**src/rtl/core/drawdown_tracker_defines.svh**
```systemverilog
// assertion macros for the drawdown tracker rtl, used by dt_ctrl
`ifndef DRAWDOWN_TRACKER_DEFINES_SVH
`define DRAWDOWN_TRACKER_DEFINES_SVH

`ifndef SYNTHESIS
// checked on every edge out of reset
`define DT_ASSERT(lbl, prop, msg) \
  lbl: assert property (@(posedge clk) disable iff (rst) prop) else $error(msg);
// checked on every edge, reset included
`define DT_ASSERT_ALWAYS(lbl, prop, msg) \
  lbl: assert property (@(posedge clk) prop) else $error(msg);
`else
`define DT_ASSERT(lbl, prop, msg)
`define DT_ASSERT_ALWAYS(lbl, prop, msg)
`endif

`endif

```
**src/rtl/core/dt_pkg.sv**
```systemverilog
`timescale 1ns / 1ps

package dt_pkg;

  // defaults for the top level parameters
  localparam int VALUE_BITS_DEF    = 32;
  localparam int FRACTION_BITS_DEF = 16;

  // fixed field widths
  localparam int TIME_W   = 48;
  localparam int THRESH_W = 16;
  localparam int LEN_W    = 16;
  localparam int FRAC_W   = 16;

  // result tdata: six fields, 160 bits, already whole bytes
  localparam int OUT_DATA_W = FRAC_W + TIME_W + TIME_W + LEN_W + LEN_W + FRAC_W;

  // about 0.01 in Q0.16
  localparam logic [THRESH_W-1:0] THRESH_RESET = 16'd655;

  // register map
  localparam int          ADDR_W              = 3;
  localparam logic [0:0]  REG_EPISODE_THRESH  = 1'b0;

  // controller to datapath
  typedef struct packed {
    logic load;      // capture the accepted sample
    logic div_init;  // seed the fraction divider
    logic div_step;  // one quotient bit
    logic update;    // commit the analysis state and result
  } dp_cmd_t;

  // datapath to controller
  typedef struct packed {
    logic need_div;  // not a seed, and a nonzero value at or below a nonzero peak
    logic div_last;  // final quotient bit this cycle
  } dp_status_t;

endpackage

```
**src/rtl/core/drawdown_tracker.sv**
```systemverilog
`timescale 1ns / 1ps
// drawdown_tracker: running maximum-drawdown analysis of an equity series
// input stream (s_*): one equity sample per transaction, value and timestamp
//   in s_tdata, the series-start flag in s_tuser; a set flag clears the
//   analysis and seeds the peak with that sample
// output stream (m_*): exactly one result per sample, in order, carrying the
//   worst drawdown, its start time, last recovery time and lengths, the
//   drawdown of this sample, and the open-episode flag in m_tuser
// apb port: one register, episode_threshold at byte address 0, Q0.16;
//   write it only while no sample is in flight
// sequence: each accepted sample is checked, then, if it is a drawdown
//   sample, divided by the restoring divider producing one quotient bit a
//   cycle, then committed; a seed, a new peak, a zero peak or a zero value
//   skips the divider; one sample is worked on at a time, so no new sample
//   is taken until the current one is committed
// stalls: a finished result sits in the output slot while the next sample is
//   taken and divided; that sample then waits at its commit step until the
//   slot is emptied, and s_tready stays low meanwhile
// reset (rst, synchronous): clears the analysis, empties the output slot and
//   sets episode_threshold to 655 (about 0.01)

module drawdown_tracker import dt_pkg::*; #(
  parameter int VALUE_BITS    = VALUE_BITS_DEF,
  parameter int FRACTION_BITS = FRACTION_BITS_DEF
) (
  input  logic                 clk,
  input  logic                 rst,
  // apb configuration
  input  logic                 psel,
  input  logic                 penable,
  input  logic                 pwrite,
  input  logic [ADDR_W-1:0]    paddr,
  input  logic [31:0]          pwdata,
  output logic [31:0]          prdata,
  output logic                 pready,
  // sample stream
  input  logic                 s_tvalid,
  output logic                 s_tready,
  // equity_value [VALUE_BITS-1:0], sample_time above it, zero padded
  input  logic [((VALUE_BITS + TIME_W + 7) / 8) * 8 - 1:0] s_tdata,
  // series_start
  input  logic                 s_tuser,
  // result stream
  output logic                 m_tvalid,
  input  logic                 m_tready,
  // worst_drawdown, worst_start_time, recovery_time, longest_episode,
  // last_recovery_length, sample_drawdown
  output logic [OUT_DATA_W-1:0] m_tdata,
  // episode_active
  output logic                 m_tuser
);

  logic [THRESH_W-1:0] episode_threshold;
  logic                cfg_write;
  logic                reg_hit;
  dp_cmd_t             cmd;
  dp_status_t          status;

  logic [FRAC_W-1:0] worst_drawdown;
  logic [TIME_W-1:0] worst_start_time;
  logic [TIME_W-1:0] recovery_time;
  logic [LEN_W-1:0]  longest_episode;
  logic [LEN_W-1:0]  last_recovery_length;
  logic [FRAC_W-1:0] sample_drawdown;
  logic              episode_active;

  // register index is the word address; one register in the map
  assign reg_hit   = (paddr[ADDR_W-1:2] == REG_EPISODE_THRESH);
  assign pready    = 1'b1;
  assign cfg_write = psel && penable && pwrite && pready;

  always_ff @(posedge clk) begin
    if (rst) begin
      episode_threshold <= THRESH_RESET;
    end else if (cfg_write && reg_hit) begin
      episode_threshold <= pwdata[THRESH_W-1:0];
    end
  end

  // read mux, unmapped words read as zero
  assign prdata = reg_hit ? 32'(episode_threshold) : 32'd0;

  // sequencer: capture, divide, commit
  dt_ctrl u_ctrl (
    .clk      (clk),
    .rst      (rst),
    .s_tvalid (s_tvalid),
    .s_tready (s_tready),
    .m_tvalid (m_tvalid),
    .m_tready (m_tready),
    .status   (status),
    .cmd      (cmd)
  );

  // sample capture, fraction divider and analysis state; the state registers
  // only change at commit, so they double as the output slot
  dt_datapath #(
    .VALUE_BITS    (VALUE_BITS),
    .FRACTION_BITS (FRACTION_BITS)
  ) u_datapath (
    .clk                  (clk),
    .rst                  (rst),
    .cmd                  (cmd),
    .status               (status),
    .in_value             (s_tdata[VALUE_BITS-1:0]),
    .in_time              (s_tdata[VALUE_BITS +: TIME_W]),
    .in_start             (s_tuser),
    .threshold            (episode_threshold),
    .worst_drawdown       (worst_drawdown),
    .worst_start_time     (worst_start_time),
    .recovery_time        (recovery_time),
    .longest_episode      (longest_episode),
    .last_recovery_length (last_recovery_length),
    .sample_drawdown      (sample_drawdown),
    .episode_active       (episode_active)
  );

  // first field in the lowest bits
  assign m_tdata = {sample_drawdown, last_recovery_length, longest_episode,
                    recovery_time, worst_start_time, worst_drawdown};
  assign m_tuser = episode_active;

endmodule

```
**src/rtl/core/dt_ctrl.sv**
```systemverilog
`timescale 1ns / 1ps
`include "drawdown_tracker_defines.svh"

module dt_ctrl import dt_pkg::*; (
  input  logic       clk,
  input  logic       rst,
  input  logic       s_tvalid,
  output logic       s_tready,
  output logic       m_tvalid,
  input  logic       m_tready,
  input  dp_status_t status,
  output dp_cmd_t    cmd
);

  typedef enum logic [1:0] {
    S_IDLE,
    S_CHECK,
    S_DIV,
    S_UPDATE
  } state_t;

  state_t state;
  logic   slot_free;

  assign slot_free = !m_tvalid || m_tready;
  assign s_tready  = (state == S_IDLE);

  always_comb begin
    cmd.load     = (state == S_IDLE) && s_tvalid;
    cmd.div_init = (state == S_CHECK);
    cmd.div_step = (state == S_DIV);
    cmd.update   = (state == S_UPDATE) && slot_free;
  end

  always_ff @(posedge clk) begin
    if (rst) begin
      state    <= S_IDLE;
      m_tvalid <= 1'b0;
    end else begin
      // a commit refills the slot even when the old result leaves this cycle
      if (cmd.update) begin
        m_tvalid <= 1'b1;
      end else if (m_tvalid && m_tready) begin
        m_tvalid <= 1'b0;
      end
      unique case (state)
        S_IDLE: begin
          if (s_tvalid) begin
            state <= S_CHECK;
          end
        end
        S_CHECK: begin
          state <= status.need_div ? S_DIV : S_UPDATE;
        end
        S_DIV: begin
          if (status.div_last) begin
            state <= S_UPDATE;
          end
        end
        S_UPDATE: begin
          if (slot_free) begin
            state <= S_IDLE;
          end
        end
        default: begin
          state <= S_IDLE;
        end
      endcase
    end
  end

  `DT_ASSERT(a_one_at_a_time, (s_tvalid && s_tready |=> !s_tready), "second sample taken early")
  `DT_ASSERT(a_update_slot_free, (cmd.update |-> slot_free), "result overwritten while pending")
  `DT_ASSERT(a_update_shows, (cmd.update |=> m_tvalid), "committed result not presented")
  `DT_ASSERT_ALWAYS(a_cmd_exclusive, (cmd.load |-> !cmd.update && !cmd.div_step),
    "load overlaps update or divide")

endmodule

```
**src/rtl/core/dt_datapath.sv**
```systemverilog
`timescale 1ns / 1ps

module dt_datapath import dt_pkg::*; #(
  parameter int VALUE_BITS    = VALUE_BITS_DEF,
  parameter int FRACTION_BITS = FRACTION_BITS_DEF
) (
  input  logic                  clk,
  input  logic                  rst,
  input  dp_cmd_t               cmd,
  output dp_status_t            status,
  input  logic [VALUE_BITS-1:0] in_value,
  input  logic [TIME_W-1:0]     in_time,
  input  logic                  in_start,
  input  logic [THRESH_W-1:0]   threshold,
  output logic [FRAC_W-1:0]     worst_drawdown,
  output logic [TIME_W-1:0]     worst_start_time,
  output logic [TIME_W-1:0]     recovery_time,
  output logic [LEN_W-1:0]      longest_episode,
  output logic [LEN_W-1:0]      last_recovery_length,
  output logic [FRAC_W-1:0]     sample_drawdown,
  output logic                  episode_active
);

  localparam int CNT_W = (FRACTION_BITS > 1) ? $clog2(FRACTION_BITS) : 1;
  localparam int CMP_W = (FRACTION_BITS > THRESH_W) ? FRACTION_BITS : THRESH_W;
  localparam logic [FRACTION_BITS-1:0] FRAC_MAX = '1;
  localparam logic [LEN_W-1:0]         LEN_MAX  = '1;
  localparam logic [CNT_W-1:0]         CNT_LAST = CNT_W'(FRACTION_BITS - 1);

  // captured sample
  logic [VALUE_BITS-1:0] val_q;
  logic [TIME_W-1:0]     time_q;
  logic                  start_q;

  // divider
  logic [VALUE_BITS-1:0]    rem;
  logic [FRACTION_BITS-1:0] quo;
  logic [CNT_W-1:0]         cnt;
  logic [VALUE_BITS:0]      rem_shift;
  logic [VALUE_BITS:0]      rem_diff;
  logic                     rem_ge;

  // analysis state
  logic [VALUE_BITS-1:0]    peak_value;
  logic [TIME_W-1:0]        episode_start;
  logic                     in_episode;
  logic [LEN_W-1:0]         episode_length;
  logic [FRACTION_BITS-1:0] max_drop;
  logic [TIME_W-1:0]        max_drop_start;
  logic [TIME_W-1:0]        episode_end;
  logic [LEN_W-1:0]         longest_length;
  logic [LEN_W-1:0]         recovery_length;
  logic [FRACTION_BITS-1:0] dd_q;

  // update terms
  logic                     new_peak;
  logic [FRACTION_BITS-1:0] dd;
  logic                     open_episode;
  logic                     in_episode_next;
  logic [LEN_W-1:0]         len_base;
  logic [LEN_W-1:0]         len_next;

  assign new_peak = val_q > peak_value;

  assign status.need_div = !start_q && !new_peak && (peak_value != '0) && (val_q != '0);
  assign status.div_last = cmd.div_step && (cnt == CNT_LAST);

  assign rem_shift = {rem, 1'b0};
  assign rem_diff  = rem_shift - {1'b0, peak_value};
  assign rem_ge    = rem_shift >= {1'b0, peak_value};

  always_ff @(posedge clk) begin
    if (cmd.load) begin
      val_q   <= in_value;
      time_q  <= in_time;
      start_q <= in_start;
    end
    if (cmd.div_init) begin
      rem <= peak_value - val_q;
      quo <= '0;
      cnt <= '0;
    end else if (cmd.div_step) begin
      rem <= rem_ge ? rem_diff[VALUE_BITS-1:0] : rem_shift[VALUE_BITS-1:0];
      quo <= {quo[FRACTION_BITS-2:0], rem_ge};
      cnt <= cnt + 1'b1;
    end
  end

  always_comb begin
    // no division when seeding, at a new peak or from a zero peak; a zero value gives full scale
    if (start_q || new_peak || (peak_value == '0)) begin
      dd = '0;
    end else if (val_q == '0) begin
      dd = FRAC_MAX;
    end else begin
      dd = quo;
    end
    open_episode    = !in_episode && (CMP_W'(dd) > CMP_W'(threshold));
    in_episode_next = in_episode || open_episode;
    len_base        = open_episode ? '0 : episode_length;
    len_next        = (len_base < LEN_MAX) ? len_base + 1'b1 : len_base;
  end

  always_ff @(posedge clk) begin
    if (rst) begin
      peak_value      <= '0;
      episode_start   <= '0;
      in_episode      <= 1'b0;
      episode_length  <= '0;
      max_drop        <= '0;
      max_drop_start  <= '0;
      episode_end     <= '0;
      longest_length  <= '0;
      recovery_length <= '0;
      dd_q            <= '0;
    end else if (cmd.update) begin
      dd_q <= dd;
      if (start_q) begin
        peak_value      <= val_q;
        episode_start   <= time_q;
        in_episode      <= 1'b0;
        episode_length  <= '0;
        max_drop        <= '0;
        max_drop_start  <= '0;
        episode_end     <= '0;
        longest_length  <= '0;
        recovery_length <= '0;
      end else if (new_peak) begin
        peak_value <= val_q;
        if (in_episode) begin
          recovery_length <= episode_length;
          episode_end     <= time_q;
          in_episode      <= 1'b0;
          episode_length  <= '0;
        end
      end else begin
        if (dd > max_drop) begin
          max_drop       <= dd;
          max_drop_start <= episode_start;
        end
        if (open_episode) begin
          episode_start <= time_q;
        end
        in_episode <= in_episode_next;
        if (in_episode_next) begin
          episode_length <= len_next;
          if (len_next > longest_length) begin
            longest_length <= len_next;
          end
        end
      end
    end
  end

  assign worst_drawdown       = FRAC_W'(max_drop);
  assign worst_start_time     = max_drop_start;
  assign recovery_time        = episode_end;
  assign longest_episode      = longest_length;
  assign last_recovery_length = recovery_length;
  assign sample_drawdown      = FRAC_W'(dd_q);
  assign episode_active       = in_episode;

endmodule

```
**config.mk**
```make
export PLATFORM = sky130hd
export DESIGN_NAME = drawdown_tracker
export DESIGN_NICKNAME = d
export VERILOG_FILES = /design/src/rtl/core/dt_pkg.sv /design/src/rtl/core/drawdown_tracker.sv /design/src/rtl/core/dt_ctrl.sv /design/src/rtl/core/dt_datapath.sv
export VERILOG_INCLUDE_DIRS = /design/src /design/src/rtl/core
export SDC_FILE = /design/constraint.sdc
export NUM_CORES = 1
export LEC_CHECK = 0
export BUFFER_PORTS_ARGS = -buffer_cell sky130_fd_sc_hd__buf_2
export CORE_MARGIN = 2
export CORE_UTILIZATION = 60
export DETAILED_ROUTE_END_ITERATION = 12
export MAX_ROUTING_LAYER = met4
export PLACE_DENSITY = 0.87
export SETUP_SLACK_MARGIN = 0.02
export SKIP_CTS_REPAIR_TIMING = 1
export SYNTH_ARGS = -nofsm -noshare
export SYNTH_HDL_FRONTEND = slang
export SYNTH_SLANG_ARGS = --single-unit
```
**constraint.sdc**
```tcl
create_clock -name clk -period 20.5 [get_ports clk]
set_clock_uncertainty 0.05 [all_clocks]
set_input_delay 2.05 -clock clk [delete_from_list [all_inputs] [get_ports clk]]
set_output_delay 2.05 -clock clk [all_outputs]
set_load 0.01 [all_outputs]
```
Yosys cells after proc, flatten, opt, wreduce, memory -nomap -nowiden
Index checks and enable logic that the tools add are counted.

Register bits after elaboration: 409. Output and inout bits: 196.

Add/subtract/negate cells: 4. Magnitude comparators: 6. Equal/unequal tests: 9. Mux-type cells: 42. Bitwise gates (word level): 1. Reductions and logical operators: 40.

Operators by type and width (number): 2-to-1 mux 48 bit (9); 2-to-1 mux 16 bit (19); 2-to-1 mux 32 bit (5); zero test 32 bit (2); nonzero test 32 bit (2); subtractor 32 bit (2); > comparator 16 bit (3); >= comparator 33 x 32 -> 1 bit (1); > comparator 32 bit (1); adder 16 x 1 -> 16 bit (second input constant) (1); less-than comparator 16 bit (second input constant) (1); nonzero test 2 bit (8); AND reduction 3 bit (5); logical AND 1 bit (11); one-hot mux 2 bit (4 select lines) (1); 2-to-1 mux 2 bit (3); 2-to-1 mux 1 bit (5); adder 4 x 1 -> 4 bit (second input constant) (1); equality test 2 bit (second input constant) (2); equality test 4 bit (second input constant) (1); zero test 1 bit (4); logical OR 1 bit (4); != test 2 x 1 -> 1 bit (second input constant) (2); != test 2 bit (second input constant) (2); other kinds (7) (7).

Logic depth before layout (Yosys ltp)
Gate-level depths: netlist of run 1.

Depth in word-level cells: 14. Gate-level depth with buffers: 42. Depth with buffers taken out: 37.

Cells and area by module
Synthesis of run 1 repeated with hierarchy kept, for this count alone.

Cell total of the unflattened synthesis: 2290. Area total of the unflattened synthesis: 21330.5 um2.

Modules (own cells, without submodules): dt_datapath (times used 1, cells an instance 2159, area an instance 20124.3 um2, seq. area each 8938.6 um2); drawdown_tracker (times used 1, cells an instance 106, area an instance 957.2 um2, seq. area each 320.3 um2); dt_ctrl (times used 1, cells an instance 25, area an instance 249.0 um2, seq. area each 60.1 um2).

Least setup slack after synthesis of run 1
Ideal clock, no wire load.

Path type: reg2reg. From: register u_datapath.peak_value[0]. To: register u_datapath.longest_length[9], in the netlist u_datapath.longest_episode[9]. Setup time: 0.093 ns. Data arrival time: 8.403 ns. Data required time: 20.357 ns. Setup slack: 11.954 ns. Cell stages (with the launch flop): 42. Cells stage by stage: dfxtp_1 > inv_1 > ha_1 > fa_1 > nor2b_1 > o31a_1 > o311ai_4 > o21ai_2 > a21oi_2 > buf_4 > nor3_1 > clkbuf_1 > o21ai_0 > inv_1 > ha_1 > nand4_1 > o21bai_1 > a2111oi_0 > [... 6 more ...] > ha_1 > nand2_1 > or3_1 > nand4_1 > nor2_1 > nand3_1 > xor2_1 > nor2_1 > ha_1 > and2_1 > nand4_1 > nor4_1 > inv_1 > a22oi_1 > nor2_1 > a221o_1 > buf_2 > o32ai_1.

Cells in the longest elaborated chain, start to end: 13.

RTL lines: start, declared (RTL line dt_datapath.sv:44) `logic [VALUE_BITS-1:0] peak_value;`; start signal, assigned (RTL line dt_datapath.sv:119) `peak_value <= val_q;`; start signal, assigned (RTL line dt_datapath.sv:129) `peak_value <= val_q;`; > comparator 32 bit (RTL line dt_datapath.sv:63) `assign new_peak = val_q > peak_value;`; logical OR 1 bit (RTL line dt_datapath.sv:91) `if (start_q || new_peak || (peak_value == '0)) begin`; logical OR 1 bit * (RTL line dt_datapath.sv:91); 2-to-1 mux 16 bit * (RTL line dt_datapath.sv:91); via u_datapath.dd[7] (RTL line dt_datapath.sv:57) `logic [FRACTION_BITS-1:0] dd;`; > comparator 16 bit * (RTL line dt_datapath.sv:98) `open_episode = !in_episode && (CMP_W'(dd) > CMP_W'(threshold));`; logical AND 1 bit * (RTL line dt_datapath.sv:98); branches (longest 7 deep; another with adder 16 x 1 -> 16 bit); end signal, assigned (RTL line dt_datapath.sv:148) `longest_length <= len_next;`; end, declared (RTL line dt_datapath.sv:51) `logic [LEN_W-1:0] longest_length;`.

Mark *: on every way through the listed nets, which the timed path passes. The select of a mux whose other input is x is not followed. A chain may end at the register's enable or synchronous reset.

Worst setup path after layout of run 1
From: register u_datapath.peak_value[0]. To: register u_datapath.longest_length[0], in the netlist u_datapath.longest_episode[0].

Same word-level chain as after synthesis.

==> impl_metrics.tcl, run 1 <==
set metrics [dict create \
    cellLeakagePower_nw 9.95 \
    start_util 0.607 \
    cts.clk_slew.worst_paths_ns 0.07 \
    crit_type "register to register" \
    crit_required_ns 20.94 \
    max_stage_delay_ns 0.92 \
    area_growth_pct 14.0 \
    h-tree-depth 2 \
    cp_num_buf_inv 4 \
    hold_class "register to register" \
    dieArea_mm2 0.0363 \
    routed_wirelength_um 54900 \
    grt_max_degree 107 \
    slew_headroom 0.194 \
    synth_cells 2271 \
    whs_path_depth 2 \
    startpoint "u_datapath.peak_value[0]$_SDFFE_PP0P_" \
    cts_made_buffers 41 \
    min_period_ns 10.70 \
    rsz0062_at_grt "no" \
    finalCritPeriodShare 0.522 \
    dp_hpwl_um 38100 \
    wire_per_inst_um 18.4 \
    overflow 0 \
    worstRegToRegCells 37 \
    drv_slew 0 \
    rows 68 \
    crit_family "simple AND/OR/NAND/NOR gates" \
    grt_usage 0.303 \
    io_pins 319 \
    crit_path_end "u_datapath.longest_episode[0]$_SDFFE_PP0P_" \
    ant_nets 0 \
    cts_sinks 409 \
    critPathArrivalTime_ns 11.13 \
    synth_edf_count 113 \
    synth_cell_types 93 \
    ys_seq_area_frac 0.446 \
    fmax_mhz 93.5 \
    worstReg2RegEnd "u_datapath.longest_episode[0]$_SDFFE_PP0P_" \
    drtIter0Drc 1381 \
    die_x_um 191 \
    worst_pin_slew_ns 1.20 \
    dr.pass1.iters 5 \
    fin_total_pwr_mw 2.68 \
    ys.warnings.count 0 \
    synthesis.area_mm2 0.0209 \
    grt_first_pass_wirelength_um 85900 \
    crit_top_cell "ha_1" \
    fin_tns_setup_ns 0 \
    status "complete, no violations" \
    syn_avg_cell_area_um2 9.19 \
    final_hold_viol_count 0 \
    max_cap_viol_count 0 \
    core_mm2 0.0344 \
    cts_root_buffer "clkbuf_16" \
    detail_route.vias_per_cell 5.92 \
    clk_latency_ns 0.58 \
    cpMaxStageDelayCell "nor3_1" \
    async_flop_share 0 \
    reg2reg_from "u_datapath.peak_value[0]$_SDFFE_PP0P_" \
    pre_cts_ws_ns 10.05 \
    drc 0 \
    ys.flop_type "dfxtp_1" \
    drive_above_1_share 0.163 \
    synth-seq-cells 409 \
    num_vias 17675 \
    clock_path_buffers 3 \
    path_depth 37 \
    place.gp.congestion 0.926 \
    antenna_found_initial 3 \
    io_buffers 283 \
    end_kind "register" \
    layout.nets 2734 \
    ir_drop_mv 0.115 \
    cp-start-kind "register" \
    die_h_um 191 \
    grt_pass1_vias 16939 \
    path_max_fanout 16 \
    layout_setup_ws_ns 9.80 \
    setup_viol 0 \
    r2r_slack_ns 9.80 \
    power_density_mw_per_mm2 113 \
    cts_tree "built" \
]
stage by stage:
stage / instance area [um^2] / utilization / cells / hold slack [ns]
final: 23800 / 0.692 / 2985 / 0.399
after floorplan: 20900 / - / 2286 / 0.386
after global routing: 23800 / 0.692 / 2984 / 0.417
after global placement: 22400 / 0.652 / 2905 / 0.384
after detailed placement: 22400 / 0.652 / 2905 / 0.390
after CTS: 23800 / 0.692 / 2981 / 0.398
per-layer routing:
layer / up-vias / share of wire / GRT usage
met2: 680 / 0.47 / 0.492
met1: 8447 / 0.41 / 0.368
met3: 122 / 0.074 / 0.0532
met5: - / 0 / -
met4: 0 / 0.039 / 0.137
li1: 8426 / - / -
where the power goes:
group	leakage, nW	switching [mW]	internal [mW]
Combinational	5.83	0.547	0.333
Sequential	3.46	0.0657	0.977
Clock	0.658	0.323	0.438
worst register-to-register path, delay by kind of cell (launching register included):
| family | cells | cell delay, ns |
|---|---|---|
| flops | 1 | 0.42 |
| buf+inv | 4 | 0.64 |
| compound gates | 11 | 3.85 |
| simple gates | 16 | 4.11 |
| fa+ha+maj | 5 | 1.35 |
| xor+xnor | 1 | 0.20 |
cells by family after synthesis:
| family | synth area share |
|---|---|
| other | 0.000360 |
| buffers and inverters | 0.0616 |
| AO/OA/AOI/OAI | 0.171 |
| multiplexers | 0.0490 |
| AND/OR/NAND/NOR | 0.175 |
| XOR/XNOR | 0.0252 |
| adder cells (fa/ha/maj) | 0.0714 |
| flip-flops | 0.446 |
Yosys cell counts (10+ instances only):
| master | number | area, um^2 |
|---|---|---|
| xor2_1 | 25 | 219 |
| ha_1 | 116 | 1450 |
| a31oi_1 | 15 | 93.8 |
| mux2i_1 | 77 | 771 |
| nor3_1 | 30 | 150 |
| a22o_1 | 48 | 420 |
| and3_1 | 11 | 68.8 |
| nor2_1 | 158 | 593 |
| mux2_4 | 10 | 150 |
| nor2b_1 | 11 | 68.8 |
| xnor2_1 | 35 | 307 |
| a21oi_1 | 190 | 951 |
| a21o_1 | 39 | 293 |
| nand3_1 | 96 | 480 |
| clkbuf_1 | 82 | 308 |
| nand2_1 | 235 | 882 |
| edfxtp_1 | 113 | 3390 |
| buf_2 | 17 | 85.1 |
| inv_1 | 161 | 604 |
| buf_4 | 20 | 150 |
| dfxtp_1 | 296 | 5930 |
| nor4_1 | 23 | 144 |
| o211ai_1 | 10 | 75.1 |
| nand4_1 | 25 | 156 |
| o22ai_1 | 10 | 62.6 |
| o31ai_1 | 12 | 90.1 |
| o21ai_0 | 79 | 395 |
| a211oi_1 | 22 | 165 |
| nand2b_1 | 113 | 707 |
| o21a_1 | 23 | 173 |
area by class of cell:
cell class                      instances  area, um^2
Timing Repair Buffer                  298        1540
Fill cell                            2640       10600
Multi-Input combinational cell       1582       10400
Sequential cell                       409        9320
Clock buffer                           59        1170
Clock inverter                         17         194
Tap cell                              455         569
Inverter                              161         604
Antenna cell                            4        10.0
worst min path at each step:
stage / startpoint / endpoint / slack [ns]
floorplan: episode_threshold[10]$_SDFFE_PP0P_ / episode_threshold[10]$_SDFFE_PP0P_ / 0.39
global placement: u_datapath.recovery_time[16]$_SDFFE_PP0P_ / u_datapath.recovery_time[16]$_SDFFE_PP0P_ / 0.38
global route: u_datapath.last_recovery_length[5]$_SDFFE_PP0P_ / u_datapath.last_recovery_length[5]$_SDFFE_PP0P_ / 0.42
detailed placement: u_datapath.last_recovery_length[7]$_SDFFE_PP0P_ / u_datapath.last_recovery_length[7]$_SDFFE_PP0P_ / 0.39
CTS: u_datapath.last_recovery_length[7]$_SDFFE_PP0P_ / u_datapath.last_recovery_length[7]$_SDFFE_PP0P_ / 0.40
finish: u_datapath.last_recovery_length[7]$_SDFFE_PP0P_ / u_datapath.last_recovery_length[7]$_SDFFE_PP0P_ / 0.40
registers in the layout, indices dropped and copies added (netlist names), 4 cells and up:
signal                           flops
episode_threshold                   16
u_datapath.cnt                       4
u_datapath.episode_length           16
u_datapath.episode_start            48
u_datapath.last_recovery_length     16
u_datapath.longest_episode          16
u_datapath.peak_value               32
u_datapath.quo                      16
u_datapath.recovery_time            48
u_datapath.rem                      32
u_datapath.sample_drawdown          16
u_datapath.time_q                   48
u_datapath.val_q                    32
u_datapath.worst_drawdown           16
u_datapath.worst_start_time         48
placed cells by master (no fill, tap or decap), drive strengths merged, types with 25 or more instances in the layout:
cell,n
a21o,39
nor2,160
o21ai,85
ha,116
dfxtp,296
nand3,97
mux2i,77
nand2b,113
a22o,48
a21oi,191
buf,298
inv,163
nand4,25
nor3,30
clkbuf,59
xor2,25
nand2,235
xnor2,35
edfxtp,113
(Power assumes the default switching activity.)
==> run 2: changes to the inputs <==
- CORE_UTILIZATION: 60 -> 52
- PLACE_DENSITY: 0.87 -> 0.8
- clock period: 20.5 -> 9.1 ns (I/O delays scaled with it)
==> run 2 against run 1 <==
Die area rose by 15%; maximum frequency rose by 25%; non-clock buffer count rose by 15; first-iteration DRC count rose by 9.7%; sequential share of layout area fell by 0.73 points; core utilization fell by 8.0 points; register-to-register slack got worse by 9.2 ns; critical path type unchanged; critical endpoint is now u_datapath.longest_episode[14]$_SDFFE_PP0P_.
==> impl_metrics.tcl, run 2 (same netlist as run 1, synthesis figures left out) <==
set metrics [dict create \
    cts_tree "built" \
    p_sw_mw 2.14 \
    drc 0 \
    cts_root_buffer "clkbuf_16" \
    whs_path_depth 2 \
    hold_class "register to register" \
    h-tree-depth 2 \
    antenna_found_initial 1 \
    cts.clk_slew.worst_paths_ns 0.06 \
    cts_made_buffers 44 \
    crit_type "register to register" \
    fin_tns_setup_ns 0 \
    drtIter0Drc 1515 \
    rsz0062_at_grt "no" \
    multi_input_area_mm2 0.0105 \
    overflow 0 \
    max_cap_viol_count 0 \
    io_pins 319 \
    placed_cells 2984 \
    cts_sinks 409 \
    ir_drop_mv 0.186 \
    r2r_slack_ns 0.56 \
    min_period_ns 8.54 \
    final_common_cell "dfxtp_1" \
    setup_viol 0 \
    worst_pin_slew_ns 1.13 \
    worstRegToRegCells 39 \
    area_growth_pct 16.1 \
    cp-start-kind "register" \
    path_max_fanout 15 \
    p_int_mw 4.02 \
    cpMaxStageDelayCell "a221o_2" \
    crit_top_cell "ha_1" \
    reg2reg_from "u_datapath.peak_value[0]$_SDFFE_PP0P_" \
    layout.nets 2753 \
    place.gp.congestion 0.908 \
    instances_no_fill 3075 \
    status "complete, no violations" \
    power_density_mw_per_mm2 254 \
    die_h_um 204 \
    num_vias 17826 \
    io_buffers 283 \
    clk_latency_ns 0.60 \
    core_mm2 0.0396 \
    grt_pass1_vias 16678 \
    power_frac_seq 0.380 \
    crit_required_ns 9.52 \
    ant_nets 0 \
    clkPwrFrac 0.300 \
    grt_first_pass_wirelength_um 88600 \
    final_hold_viol_count 0 \
    detail_route.vias_per_cell 5.80 \
    startpoint "u_datapath.peak_value[0]$_SDFFE_PP0P_" \
    start_util 0.527 \
    drv_slew 0 \
    drive_above_1_share 0.176 \
    max_stage_delay_ns 0.46 \
    cp_num_buf_inv 6 \
    cellLeakagePower_nw 10.1 \
    min_to "u_datapath.recovery_time[8]$_SDFFE_PP0P_" \
    finalCritPeriodShare 0.938 \
    dieArea_mm2 0.0418 \
    grt_max_degree 114 \
    min_from "u_datapath.recovery_time[8]$_SDFFE_PP0P_" \
    rows 73 \
    end_kind "register" \
    dr.pass1.iters 6 \
    p_comb_frac 0.320 \
    routed_wirelength_um 57000 \
    slew_headroom 0.250 \
    crit_family "simple AND/OR/NAND/NOR gates" \
    critPathArrivalTime_ns 8.96 \
    wire_per_inst_um 18.6 \
    worstReg2RegEnd "u_datapath.longest_episode[14]$_SDFFE_PP0P_" \
    switching_share 0.347 \
    nFillCells 3288 \
    die_x_um 204 \
    fmax_mhz 117 \
    clock_path_buffers 3 \
    grt_usage 0.272 \
    seq_area_mm2 0.00932 \
    final_cell_mix "295 x dfxtp_1, 282 x buf_2, 235 x nand2_1, 188 x a21oi_1, 160 x inv_1" \
    dp_hpwl_um 39800 \
]
-- run 2: metrics by stage --
stage | setup slack [ns] | total power [mW] | utilization | cell area, um^2 | hold WS [ns]
CTS | -0.0618 | 6.17 | 0.608 | 24100 | 0.398
finish | 0.563 | 6.17 | 0.612 | 24300 | 0.395
global placement | 0.346 | 4.24 | 0.570 | 22600 | 0.385
global route | 0.0313 | 6.50 | 0.612 | 24200 | 0.408
floorplan | 0.554 | 3.83 | - | 20900 | 0.386
detailed placement | 0.0921 | 4.31 | 0.570 | 22600 | 0.390
-- run 2: final cells by class --
cell class,count,area share
antenna,2,0.000206
clock buffer,63,0.0508
clock inverter,19,0.0113
inverter,161,0.0249
multi-input combinational,1583,0.433
sequential,409,0.384
tap,525,0.0271
timing repair buffer,313,0.0679
-- run 2: metal layers --
| layer | track usage | vias to the layer above | wire length (um) |
|---|---|---|---|
| met5 | - | - | 0 |
| met4 | 0.103 | 0 | 2240 |
| met3 | 0.0491 | 134 | 4170 |
| met2 | 0.435 | 701 | 26400 |
| met1 | 0.345 | 8519 | 24300 |
| li1 | - | 8472 | - |
-- run 2: worst max path at each step --
| stage | to | slack [ns] | cells after the start |
|---|---|---|---|
| after floorplan | u_datapath.longest_episode[9]$_SDFFE_PP0P_ | 0.55 | 41 |
| after global placement | u_datapath.longest_episode[3]$_SDFFE_PP0P_ | 0.35 | 37 |
| after detailed placement | u_datapath.longest_episode[3]$_SDFFE_PP0P_ | 0.09 | 37 |
| after CTS | u_datapath.longest_episode[3]$_SDFFE_PP0P_ | -0.06 | 37 |
| after global routing | u_datapath.longest_episode[8]$_SDFFE_PP0P_ | 0.03 | 39 |
| final | u_datapath.longest_episode[14]$_SDFFE_PP0P_ | 0.56 | 39 |
-- run 2: worst min-delay path: stages, from the launching register on --
cell	delay (ns)
dfxtp_1	0.30
nand2_1	0.05
a21oi_1	0.05
-- run 2: power groups by stage --
stage	Sequential (mW)	Combinational, mW	Clock [mW]
6_report	2.34	1.97	1.85
3_3_place_gp	2.36	1.88	0
3_5_place_dp	2.37	1.93	0
4_1_cts	2.34	1.95	1.88
2_1_floorplan	2.34	1.50	0
5_1_grt	2.36	2.18	1.95
